$ cat src/sv/fractional_baud_divisor_search_assert.svh
// Assertion macros shared by the baud divisor search RTL.
// No dependencies; included by modules that carry concurrent checks.
`ifndef FRACTIONAL_BAUD_DIVISOR_SEARCH_ASSERT_SVH
`define FRACTIONAL_BAUD_DIVISOR_SEARCH_ASSERT_SVH

// Check sampled on the rising clock, skipped while reset is asserted.
`define FBDS_ASSERT(lbl, clk, rstn, prop) \
  lbl: assert property (@(posedge clk) disable iff (!rstn) (prop)) \
    else $error("%m: check failed");

// Check sampled on the rising clock, also during reset.
`define FBDS_ASSERT_ALWAYS(lbl, clk, prop) \
  lbl: assert property (@(posedge clk) (prop)) \
    else $error("%m: check failed");

`endif

$ cat src/sv/fbds_pkg.sv
// Types and constants of the fractional baud divisor search.
// No dependencies; used by every module of the block.
package fbds_pkg;

  localparam int unsigned NUM_W = 59;  // widest dividend: (pclk << 28) * m
  localparam int unsigned DEN_W = 29;  // widest divisor: baud * (m + d)
  localparam int unsigned CNT_W = $clog2(NUM_W + 1);

  localparam logic [3:0]  MAX_MULTIPLIER = 4'd15;
  localparam logic [27:0] MAX_DIVISOR    = 28'd65536;

  localparam logic [31:0] ERR_INIT  = 32'hFFFF_FFFF;
  localparam logic [31:0] HALF_FRAC = 32'h8000_0000;

  // configuration register indexes
  localparam logic REG_CORE_CLOCK  = 1'b0;
  localparam logic REG_ACCEPT_ERR  = 1'b1;

  typedef enum logic [1:0] {
    OP_CAND = 2'd0,
    OP_ACH  = 2'd1,
    OP_PCT  = 2'd2
  } op_sel_e;

  typedef struct packed {
    logic    init;
    logic    div_start;
    op_sel_e op;
    logic    eval;
    logic    ach_store;
    logic    finish;
  } cmd_t;

  typedef struct packed {
    logic div_busy;
    logic baud_zero;
    logic cand_last;
    logic zero_hit;
    logic found;
  } status_t;

endpackage

$ cat src/sv/fractional_baud_divisor_search.sv
// Top level of the fractional baud divisor search.
// Depends on fbds_pkg, fbds_ctrl, fbds_datapath (and fbds_divider below it).
//
//  channel   ports                                    transfer
//  --------  ---------------------------------------  ---------------------------
//  config    cfg_we_i, cfg_idx_i, cfg_wdata_i          edge with cfg_we_i high
//  request   start, busy, baud_rate_i                  edge with start & !busy
//  result    result_valid_o, ok_o, divisor_latch_o,    one-cycle strobe, no stall
//            mul_val_o, div_add_val_o,
//            achieved_baud_o, error_percent_o
//
// Each candidate takes one division on the 59-step bit-serial divider that all
// divisions share. Up to 120 candidates are tried, then, if a divisor was found,
// one division each for the achieved baud and the percent error; the search
// ends early on a zero-error hit, and a zero baud skips the divisions entirely.
// Reset loads core_clock_hz = 100000000 and accepted_error_percent = 3.
// The result strobe lasts one cycle; the next request may be taken in that cycle.
module fractional_baud_divisor_search (
  input  logic        clk_i,
  input  logic        rst_ni,
  input  logic        cfg_we_i,
  input  logic        cfg_idx_i,
  input  logic [28:0] cfg_wdata_i,
  input  logic        start,
  output logic        busy,
  input  logic [23:0] baud_rate_i,
  output logic        result_valid_o,
  output logic        ok_o,
  output logic [16:0] divisor_latch_o,
  output logic [3:0]  mul_val_o,
  output logic [3:0]  div_add_val_o,
  output logic [23:0] achieved_baud_o,
  output logic [7:0]  error_percent_o
);

  fbds_pkg::cmd_t    cmd;
  fbds_pkg::status_t st;

  fbds_ctrl u_ctrl (
    .clk_i          (clk_i),
    .rst_ni         (rst_ni),
    .start          (start),
    .busy           (busy),
    .result_valid_o (result_valid_o),
    .st_i           (st),
    .cmd_o          (cmd)
  );

  fbds_datapath u_dp (
    .clk_i           (clk_i),
    .rst_ni          (rst_ni),
    .cfg_we_i        (cfg_we_i),
    .cfg_idx_i       (cfg_idx_i),
    .cfg_wdata_i     (cfg_wdata_i),
    .baud_rate_i     (baud_rate_i),
    .cmd_i           (cmd),
    .st_o            (st),
    .ok_o            (ok_o),
    .divisor_latch_o (divisor_latch_o),
    .mul_val_o       (mul_val_o),
    .div_add_val_o   (div_add_val_o),
    .achieved_baud_o (achieved_baud_o),
    .error_percent_o (error_percent_o)
  );

endmodule

$ cat src/sv/fbds_divider.sv
// Restoring radix-2 divider, one quotient bit per cycle.
// Depends on fbds_pkg for operand widths.
module fbds_divider (
  input  logic                       clk_i,
  input  logic                       rst_ni,
  input  logic                       start_i,
  input  logic [fbds_pkg::NUM_W-1:0] num_i,
  input  logic [fbds_pkg::DEN_W-1:0] den_i,
  output logic                       busy_o,
  output logic [fbds_pkg::NUM_W-1:0] quo_o
);

  logic [fbds_pkg::DEN_W-1:0] rem_q, rem_d;
  logic [fbds_pkg::DEN_W-1:0] den_q, den_d;
  logic [fbds_pkg::NUM_W-1:0] quo_q, quo_d;
  logic [fbds_pkg::CNT_W-1:0] cnt_q, cnt_d;
  logic [fbds_pkg::DEN_W:0]   trial;
  logic                       ge;

  // dividend bits leave quo_q at the top while quotient bits enter at the bottom
  assign trial = {rem_q, quo_q[fbds_pkg::NUM_W-1]};
  assign ge    = trial >= {1'b0, den_q};

  always_comb begin
    rem_d = rem_q;
    den_d = den_q;
    quo_d = quo_q;
    cnt_d = cnt_q;
    if (start_i) begin
      rem_d = '0;
      den_d = den_i;
      quo_d = num_i;
      cnt_d = fbds_pkg::CNT_W'(fbds_pkg::NUM_W);
    end else if (cnt_q != '0) begin
      rem_d = ge ? fbds_pkg::DEN_W'(trial - {1'b0, den_q}) : trial[fbds_pkg::DEN_W-1:0];
      quo_d = {quo_q[fbds_pkg::NUM_W-2:0], ge};
      cnt_d = cnt_q - 1'b1;
    end
  end

  always_ff @(posedge clk_i or negedge rst_ni) begin
    if (!rst_ni) begin
      cnt_q <= '0;
    end else begin
      cnt_q <= cnt_d;
    end
  end

  always_ff @(posedge clk_i) begin
    rem_q <= rem_d;
    den_q <= den_d;
    quo_q <= quo_d;
  end

  assign busy_o = cnt_q != '0;
  assign quo_o  = quo_q;

endmodule

$ cat src/sv/fbds_datapath.sv
// Datapath: config registers, candidate counters, best tracking, result registers.
// Depends on fbds_pkg, fbds_divider and the assertion macro header.
`include "fractional_baud_divisor_search_assert.svh"

module fbds_datapath (
  input  logic             clk_i,
  input  logic             rst_ni,
  input  logic             cfg_we_i,
  input  logic             cfg_idx_i,
  input  logic [28:0]      cfg_wdata_i,
  input  logic [23:0]      baud_rate_i,
  input  fbds_pkg::cmd_t   cmd_i,
  output fbds_pkg::status_t st_o,
  output logic             ok_o,
  output logic [16:0]      divisor_latch_o,
  output logic [3:0]       mul_val_o,
  output logic [3:0]       div_add_val_o,
  output logic [23:0]      achieved_baud_o,
  output logic [7:0]       error_percent_o
);

  logic [28:0] core_clk_q;
  logic [6:0]  accept_q;
  logic [23:0] baud_q;
  logic [3:0]  m_q, d_q;
  logic [31:0] best_err_q;
  logic [16:0] best_dl_q;
  logic [3:0]  best_m_q, best_d_q;
  logic [26:0] ach_q;

  logic        ok_q;
  logic [16:0] dl_out_q;
  logic [3:0]  m_out_q, d_out_q;
  logic [23:0] ach_out_q;
  logic [7:0]  pct_out_q;

  logic [26:0]                pclk;
  logic [4:0]                 cand_sum, best_sum;
  logic [30:0]                cand_prod;
  logic [28:0]                cand_den;
  logic [26:0]                ach_num;
  logic [21:0]                ach_den;
  logic [26:0]                diff;
  logic [33:0]                pct_num;
  logic [fbds_pkg::NUM_W-1:0] div_num;
  logic [fbds_pkg::DEN_W-1:0] div_den;
  logic                       div_busy;
  logic [fbds_pkg::NUM_W-1:0] quo;

  logic [31:0] frac, err;
  logic        round_up;
  logic [27:0] dl;
  logic        in_range, better, cand_last, found;
  logic [fbds_pkg::NUM_W-1:0] pct;
  logic        pct_ok, accept_res;
  logic [7:0]  pct_sat;

  assign pclk     = core_clk_q[28:2];
  assign cand_sum = {1'b0, m_q} + {1'b0, d_q};
  assign best_sum = {1'b0, best_m_q} + {1'b0, best_d_q};

  assign cand_prod = 31'(pclk) * 31'(m_q);
  assign cand_den  = 29'(baud_q) * 29'(cand_sum);
  assign ach_num   = 27'(pclk[26:4]) * 27'(best_m_q);
  assign ach_den   = 22'(best_dl_q) * 22'(best_sum);
  assign diff      = ({3'b0, baud_q} > ach_q) ? ({3'b0, baud_q} - ach_q)
                                              : (ach_q - {3'b0, baud_q});
  assign pct_num   = 34'(diff) * 34'd100;

  always_comb begin
    case (cmd_i.op)
      fbds_pkg::OP_CAND: begin
        div_num = {cand_prod, 28'b0};
        div_den = cand_den;
      end
      fbds_pkg::OP_ACH: begin
        div_num = fbds_pkg::NUM_W'(ach_num);
        div_den = fbds_pkg::DEN_W'(ach_den);
      end
      fbds_pkg::OP_PCT: begin
        div_num = fbds_pkg::NUM_W'(pct_num);
        div_den = fbds_pkg::DEN_W'(baud_q);
      end
      default: begin
        div_num = '0;
        div_den = '0;
      end
    endcase
  end

  fbds_divider u_div (
    .clk_i   (clk_i),
    .rst_ni  (rst_ni),
    .start_i (cmd_i.div_start),
    .num_i   (div_num),
    .den_i   (div_den),
    .busy_o  (div_busy),
    .quo_o   (quo)
  );

  // 27.32 quotient: round to nearest, exact half stays down
  assign frac      = quo[31:0];
  assign round_up  = frac > fbds_pkg::HALF_FRAC;
  assign err       = round_up ? (~frac + 32'd1) : frac;
  assign dl        = quo[fbds_pkg::NUM_W-1:32] + 28'(round_up);
  assign in_range  = (dl != '0) && (dl <= fbds_pkg::MAX_DIVISOR);
  assign better    = in_range && (err < best_err_q);
  assign cand_last = (m_q == fbds_pkg::MAX_MULTIPLIER) && (d_q == m_q - 4'd1);
  assign found     = best_dl_q != '0;
  assign pct       = quo;
  assign pct_ok    = pct < fbds_pkg::NUM_W'(accept_q);
  assign accept_res = found && pct_ok;
  assign pct_sat   = (pct > fbds_pkg::NUM_W'(255)) ? 8'd255 : pct[7:0];

  assign st_o.div_busy  = div_busy;
  assign st_o.baud_zero = baud_q == '0;
  assign st_o.cand_last = cand_last;
  assign st_o.zero_hit  = better && (err == '0);
  assign st_o.found     = found;

  always_ff @(posedge clk_i or negedge rst_ni) begin
    if (!rst_ni) begin
      core_clk_q <= 29'd100000000;
      accept_q   <= 7'd3;
      m_q        <= 4'd1;
      d_q        <= '0;
      best_dl_q  <= '0;
      best_err_q <= fbds_pkg::ERR_INIT;
    end else begin
      if (cfg_we_i) begin
        unique case (cfg_idx_i)
          fbds_pkg::REG_CORE_CLOCK: core_clk_q <= cfg_wdata_i;
          fbds_pkg::REG_ACCEPT_ERR: accept_q   <= cfg_wdata_i[6:0];
          default: ;
        endcase
      end
      if (cmd_i.init) begin
        m_q        <= 4'd1;
        d_q        <= '0;
        best_dl_q  <= '0;
        best_err_q <= fbds_pkg::ERR_INIT;
      end else if (cmd_i.eval) begin
        if (better) begin
          best_err_q <= err;
          best_dl_q  <= dl[16:0];
        end
        if (!cand_last) begin
          if (d_q == m_q - 4'd1) begin
            m_q <= m_q + 4'd1;
            d_q <= '0;
          end else begin
            d_q <= d_q + 4'd1;
          end
        end
      end
    end
  end

  always_ff @(posedge clk_i) begin
    if (cmd_i.init) begin
      baud_q   <= baud_rate_i;
      best_m_q <= '0;
      best_d_q <= '0;
    end else if (cmd_i.eval && better) begin
      best_m_q <= m_q;
      best_d_q <= d_q;
    end
    if (cmd_i.ach_store) begin
      ach_q <= quo[26:0];
    end
    if (cmd_i.finish) begin
      ok_q      <= accept_res;
      dl_out_q  <= accept_res ? best_dl_q : '0;
      m_out_q   <= accept_res ? best_m_q : '0;
      d_out_q   <= accept_res ? best_d_q : '0;
      ach_out_q <= found ? ach_q[23:0] : '0;
      pct_out_q <= found ? pct_sat : '0;
    end
  end

  assign ok_o            = ok_q;
  assign divisor_latch_o = dl_out_q;
  assign mul_val_o       = m_out_q;
  assign div_add_val_o   = d_out_q;
  assign achieved_baud_o = ach_out_q;
  assign error_percent_o = pct_out_q;

  `FBDS_ASSERT(a_cand_order, clk_i, rst_ni, (m_q != '0) && (d_q < m_q))
  `FBDS_ASSERT(a_best_dl_range, clk_i, rst_ni, 28'(best_dl_q) <= fbds_pkg::MAX_DIVISOR)

endmodule

$ cat src/sv/fbds_ctrl.sv
// Controller FSM: sequences the candidate search and the two final divisions.
// Depends on fbds_pkg and the assertion macro header.
`include "fractional_baud_divisor_search_assert.svh"

module fbds_ctrl (
  input  logic              clk_i,
  input  logic              rst_ni,
  input  logic              start,
  output logic              busy,
  output logic              result_valid_o,
  input  fbds_pkg::status_t st_i,
  output fbds_pkg::cmd_t    cmd_o
);

  typedef enum logic [7:0] {
    S_IDLE   = 8'b0000_0001,
    S_C_RUN  = 8'b0000_0010,
    S_C_WAIT = 8'b0000_0100,
    S_A_RUN  = 8'b0000_1000,
    S_A_WAIT = 8'b0001_0000,
    S_P_RUN  = 8'b0010_0000,
    S_P_WAIT = 8'b0100_0000,
    S_FINISH = 8'b1000_0000
  } state_e;

  state_e state_q, state_d;
  logic   valid_q, valid_d;

  always_comb begin
    state_d = state_q;
    valid_d = 1'b0;
    cmd_o   = '0;
    cmd_o.op = fbds_pkg::OP_CAND;
    unique case (state_q)
      S_IDLE: begin
        if (start) begin
          cmd_o.init = 1'b1;
          state_d    = S_C_RUN;
        end
      end
      S_C_RUN: begin
        if (st_i.baud_zero) begin
          state_d = S_FINISH;
        end else begin
          cmd_o.div_start = 1'b1;
          state_d         = S_C_WAIT;
        end
      end
      S_C_WAIT: begin
        if (!st_i.div_busy) begin
          cmd_o.eval = 1'b1;
          state_d    = (st_i.zero_hit || st_i.cand_last) ? S_A_RUN : S_C_RUN;
        end
      end
      S_A_RUN: begin
        if (!st_i.found) begin
          state_d = S_FINISH;
        end else begin
          cmd_o.op        = fbds_pkg::OP_ACH;
          cmd_o.div_start = 1'b1;
          state_d         = S_A_WAIT;
        end
      end
      S_A_WAIT: begin
        if (!st_i.div_busy) begin
          cmd_o.ach_store = 1'b1;
          state_d         = S_P_RUN;
        end
      end
      S_P_RUN: begin
        cmd_o.op        = fbds_pkg::OP_PCT;
        cmd_o.div_start = 1'b1;
        state_d         = S_P_WAIT;
      end
      S_P_WAIT: begin
        if (!st_i.div_busy) begin
          state_d = S_FINISH;
        end
      end
      S_FINISH: begin
        cmd_o.finish = 1'b1;
        valid_d      = 1'b1;
        state_d      = S_IDLE;
      end
      default: state_d = S_IDLE;
    endcase
  end

  always_ff @(posedge clk_i or negedge rst_ni) begin
    if (!rst_ni) begin
      state_q <= S_IDLE;
      valid_q <= 1'b0;
    end else begin
      state_q <= state_d;
      valid_q <= valid_d;
    end
  end

  assign busy           = state_q != S_IDLE;
  assign result_valid_o = valid_q;

  `FBDS_ASSERT(a_strobe_idle, clk_i, rst_ni, valid_q |-> (state_q == S_IDLE))
  `FBDS_ASSERT(a_no_restart, clk_i, rst_ni, cmd_o.div_start |-> !st_i.div_busy)
  `FBDS_ASSERT(a_accept_busy, clk_i, rst_ni, (start && !busy) |=> busy)

endmodule
$ cat config.mk
export PLATFORM = sky130hd
export DESIGN_NAME = fractional_baud_divisor_search
export DESIGN_NICKNAME = d
export VERILOG_FILES = /design/src/sv/fbds_pkg.sv /design/src/sv/fractional_baud_divisor_search.sv /design/src/sv/fbds_divider.sv /design/src/sv/fbds_datapath.sv /design/src/sv/fbds_ctrl.sv
export VERILOG_INCLUDE_DIRS = /design/src /design/src/sv
export SDC_FILE = /design/constraint.sdc
export NUM_CORES = 2
export LEC_CHECK = 0
export BUFFER_PORTS_ARGS = -buffer_cell sky130_fd_sc_hd__buf_2
export CELL_PAD_IN_SITES_DETAIL_PLACEMENT = 0
export CELL_PAD_IN_SITES_GLOBAL_PLACEMENT = 1
export CORE_ASPECT_RATIO = 1.2
export CORE_MARGIN = 3
export CORE_UTILIZATION = 45
export DETAILED_ROUTE_END_ITERATION = 12
export PLACE_DENSITY_LB_ADDON = 0.1
export SYNTH_ARGS = -nofsm -noshare
export SYNTH_HDL_FRONTEND = slang
export SYNTH_SLANG_ARGS = --single-unit
export TNS_END_PERCENT = 20
$ cat constraint.sdc
create_clock -name clk_i -period 6.8 [get_ports clk_i]
set_clock_uncertainty 0.1 [all_clocks]
set_input_delay 1.36 -clock clk_i [delete_from_list [all_inputs] [get_ports clk_i]]
set_output_delay 1.36 -clock clk_i [all_outputs]
set_load 0.03 [all_outputs]
==> summary.md <==
| Metric | Value |
|---|---|
| Power density over the cells | 506 mW/mm2 |
| Final critical-path required period | 6.79 ns |
| Rows | 111 |
| Kind of start point of the critical path | flip-flop |
| Mean Syn Cell Area | 8.86 um2 |
| Fraction of registers with async set or reset after synthesis | 31.2% |
| Bufs on Longest Clock Path | 3 |
| Routability congestion estimate from global placement | 0.912 |
| Combined area of all synthesized cells | 0.0350 mm2 |
| Path type of the worst min-delay path | flip-flop to flip-flop |
| Slew at the pin closest to its max-slew limit | 1.10 ns |
| Worst-case setup margin in the final layout | 0.00544 ns |
| Top-area cell type share of the netlist area | 16.9% |
| Total core area | 0.0768 mm2 |
| Leak pwr | 0.0192 uW |
| Die Y-Extent | 312 um |
| Final Instance Area | 0.0404 mm2 |
| Count of max-cap constraint violations | 0 |
| Outcome | finished, final reports clean |
| Cell count after synthesis | 3954 |
| Critical Path Sink Type | flip-flop |
| Via count of the first global-routing pass | 28400 |
| Number of levels the H-tree was split into | 2 |
| Area leader, netlist | sky130_fd_sc_hd__edfxtp_1 |
| Initial Util | 45.6% |
| Number of detailed-routing iterations run before antenna repair | 5 |
| Maximum net fanout on the critical path | 5 |
| Register bit count reported by yosys | 340 |
| Number of nets in the final layout | 4823 |
| Total die area | 0.0812 mm2 |
| Final wirelength | 101000 um |
| IR Drop Worst-Case VDD | 0.000463 V |
| Detailed Route Iter0 Violations | 1842 |
| Maximum frequency from static timing analysis | 0.147 GHz |
| Synth Warn # | 0 |
| Global-route wire length before repair | 159000 um |
| Nets in the synthesized netlist | 4591 |
| I/O pin count | 118 |
| CP top delay family | compound AO/OA/AOI/OAI gates |
| Setup repair after global routing missed its margin | true |
| Slowest cell on the critical path | sky130_fd_sc_hd__fa_1 |
| Aggregate global-route resource usage | 24.8% |
| Initial antenna violation count | 7 |
| Setup slack at placement | -0.222 ns |
| Via total after detailed routing | 28500 |
| Relative slew slack | 26.3% |
| Post-CTS clock slew at the launch and capture registers of the worst setup and hold paths | 0.06 ns |
| Post-synth EDFFs | 197 |
| Fraction of layout instances using a drive strength above 1 | 16.3% |
| Critical Setup Path Class | flip-flop to flip-flop |
| Post-layout power | 20400 uW |
| Clock tree from TritonCTS | yes |
| TritonCTS buffer count | 42 |
| Delay of the slowest critical-path stage | 0.55 ns |
| Remaining routing DRC violations | 0 |
| Remaining number of nets flagged by the antenna check after routing | 0 |
| Top cells by area, synth | sky130_fd_sc_hd__edfxtp_1 17%, sky130_fd_sc_hd__fa_1 13%, sky130_fd_sc_hd__ha_1 13% |
| Maximum number of pins on one net before global-route repair | 66 |
| Routed via count divided by cell count | 5.44 |
| Clock Root Buffer | sky130_fd_sc_hd__clkbuf_16 |
| Count of final max-slew check failures | 0 |
| Detailed placer's ending HPWL | 79500 um |
| Sequential-to-total area share from yosys stat | 26.8% |
| Clock insertion delay at the later pin of the skew report | 0.59 ns |
| Number of inserted diodes | 0 |
| Total global routing overflow | 0 |
| Count of cell types in the netlist | 86 |
| Horizontal die dimension | 261 um |
| Worst path required time | 6.99 ns |
| Average wire per cell in the routed design | 19.4 um |
| Most frequently used flop master after synthesis | sky130_fd_sc_hd__edfxtp_1 |
| Count of input and output buffers | 117 |
| Post-Place Cell Area | 0.0382 mm2 |
| Share of the clock period used by the worst path after layout | 99.9% |
| Area added between synthesis and finish | 15.4% |
| Number of setup violations in the final report | 0 |
| Data arrival time at the worst-slack endpoint | 6.99 ns |
| Commonest cells in the synthesized netlist | 506 x sky130_fd_sc_hd__inv_1, 411 x sky130_fd_sc_hd__nand2_1, 350 x sky130_fd_sc_hd__ha_1, 236 x sky130_fd_sc_hd__nor2_1, 229 x sky130_fd_sc_hd__fa_1 |
| Critical path buffers and inverters | 3 |
| Clock sink total | 340 |
| Endpoints failing hold | 0 |
| Most used standard cell by instance count after synthesis | sky130_fd_sc_hd__inv_1 |
| Hold slack | 0.373 ns |
| Cell occurring most often along the worst timing path | sky130_fd_sc_hd__a21oi_2 |
final timing paths:
path | startpoint | to | slack, ns | cells past startpoint
min in group asynchronous | rst_ni | u_dp.accept_q[5] | 0.84 | 1
worst max-delay path | u_dp.baud_q[17] | u_dp.u_div.quo_o[33] | 0.005 | 30
worst min-delay path | u_dp.best_d_q[0] | u_dp.best_d_q[0] | 0.37 | 2
max in group asynchronous | rst_ni | u_dp.best_dl_q[10] | 4.63 | 2
worst min register to register | u_dp.best_d_q[0] | u_dp.best_d_q[0] | 0.37 | 2
worst max register to register | u_dp.baud_q[17] | u_dp.u_div.quo_o[33] | 0.005 | 30
logic make-up (layout without fill, tap and decap cells):
logic type	Yosys count	after routing	synth area share, %
multiplexers	82	82	2.51
buffers and inverters	695	961	7.64
flip-flops	340	340	26.8
AND/OR/NAND/NOR	1226	1226	17.1
AO/OA/AOI/OAI	810	810	14.9
adder cells (fa/ha/maj)	579	579	25.6
XOR/XNOR	222	222	5.55
power by group:
group	switching (uW)	internal, uW	leakage [uW]
Combinational	7830	6790	0.0150
Clock	1000	1390	0.000704
Sequential	593	2830	0.00346
Total	9430	11000	0.0192
final cells by class:
| cell class | count | area [um2] |
|---|---|---|
| Multi-Input combinational cell | 2919 | 23800 |
| Tap cell | 1017 | 1270 |
| Sequential cell | 340 | 9370 |
| Clock inverter | 32 | 374 |
| Fill cell | 7308 | 36400 |
| Clock buffer | 46 | 1080 |
| Timing Repair Buffer | 376 | 2620 |
| Inverter | 507 | 1900 |
worst reg2reg max path: cells and delay by family, from the launching register on:
| family | cells | cell delay (ns) |
|---|---|---|
| AOI/OAI and AO/OA | 15 | 2.54 |
| xor gates and xnor gates | 2 | 0.34 |
| and+or+nand+nor | 4 | 0.92 |
| DFF | 1 | 0.43 |
| buffers and inverters | 3 | 0.26 |
| adders and majority gates | 5 | 1.61 |
| muxes | 1 | 0.33 |
registers in the layout (all words and copies together) (netlist names), 4 cells and up:
| signal | flops |
|---|---|
| u_dp.best_d_q | 4 |
| u_dp.best_dl_q | 17 |
| u_dp.d_q | 4 |
| u_dp.u_div.den_q | 29 |
| u_dp.baud_q | 24 |
| u_ctrl.state_q | 8 |
| u_dp.u_div.quo_o | 59 |
| u_dp.best_err_q | 32 |
| u_dp.m_q | 4 |
| u_dp.divisor_latch_o | 17 |
| u_dp.mul_val_o | 4 |
| u_dp.ach_q | 27 |
| u_dp.div_add_val_o | 4 |
| u_dp.u_div.rem_q | 29 |
| u_dp.error_percent_o | 8 |
| u_dp.achieved_baud_o | 24 |
| u_dp.best_m_q | 4 |
| u_dp.core_clk_q | 27 |
| u_dp.accept_q | 7 |
| u_dp.u_div.cnt_q | 6 |
per-stage QoR:
step | util (%) | std cells | TNS, ns
3_3_place_gp | 49.7 | 5141 | -0.509
5_1_grt | 52.6 | 5237 | -1.68
6_report | 52.6 | 5237 | 0
2_1_floorplan | - | 3954 | -0.0223
4_1_cts | 52.0 | 5228 | -0.0571
3_5_place_dp | 49.7 | 5141 | -1.13
placed cells by master (no fill, tap or decap), drive strengths merged, types with 18 or more instances in the layout:
cell type and instances:
a211oi 48, a21o 97, a21oi 213, a22o 21
a22oi 32, a31oi 21, and2 198, and3 27
buf 376, clkbuf 46, clkinv 18, dfrtp 58
dfstp 48, dfxtp 37, edfxtp 197, fa 229
ha 350, inv 510, mux2 46, mux2i 36
nand2 411, nand2b 37, nand3 59, nand4 39
nor2 236, nor2b 30, nor3 86, nor4 34
o211ai 18, o21a 18, o21ai 192, o21bai 20
o31ai 19, or3 18, xnor2 150, xor2 72
metal layers:
layer  part of all wire [%]  GRT usage, %  vias up
met4                    4.1          8.90        2
met3                    4.3          2.89      168
met5                  0.013             0        -
met2                     47          41.8      609
li1                       -             -    13900
met1                     44          32.9    13800
repair_timing:
item	in CTS	in global routing
buffers inserted	9	10
gates resized for setup	39	71
hold buffers	0	0
hold endpoints to repair	0	0
pin swaps	34	60
endpoints found under the setup margin	9	21
No activity file was read; power rests on OpenSTA's default activity.
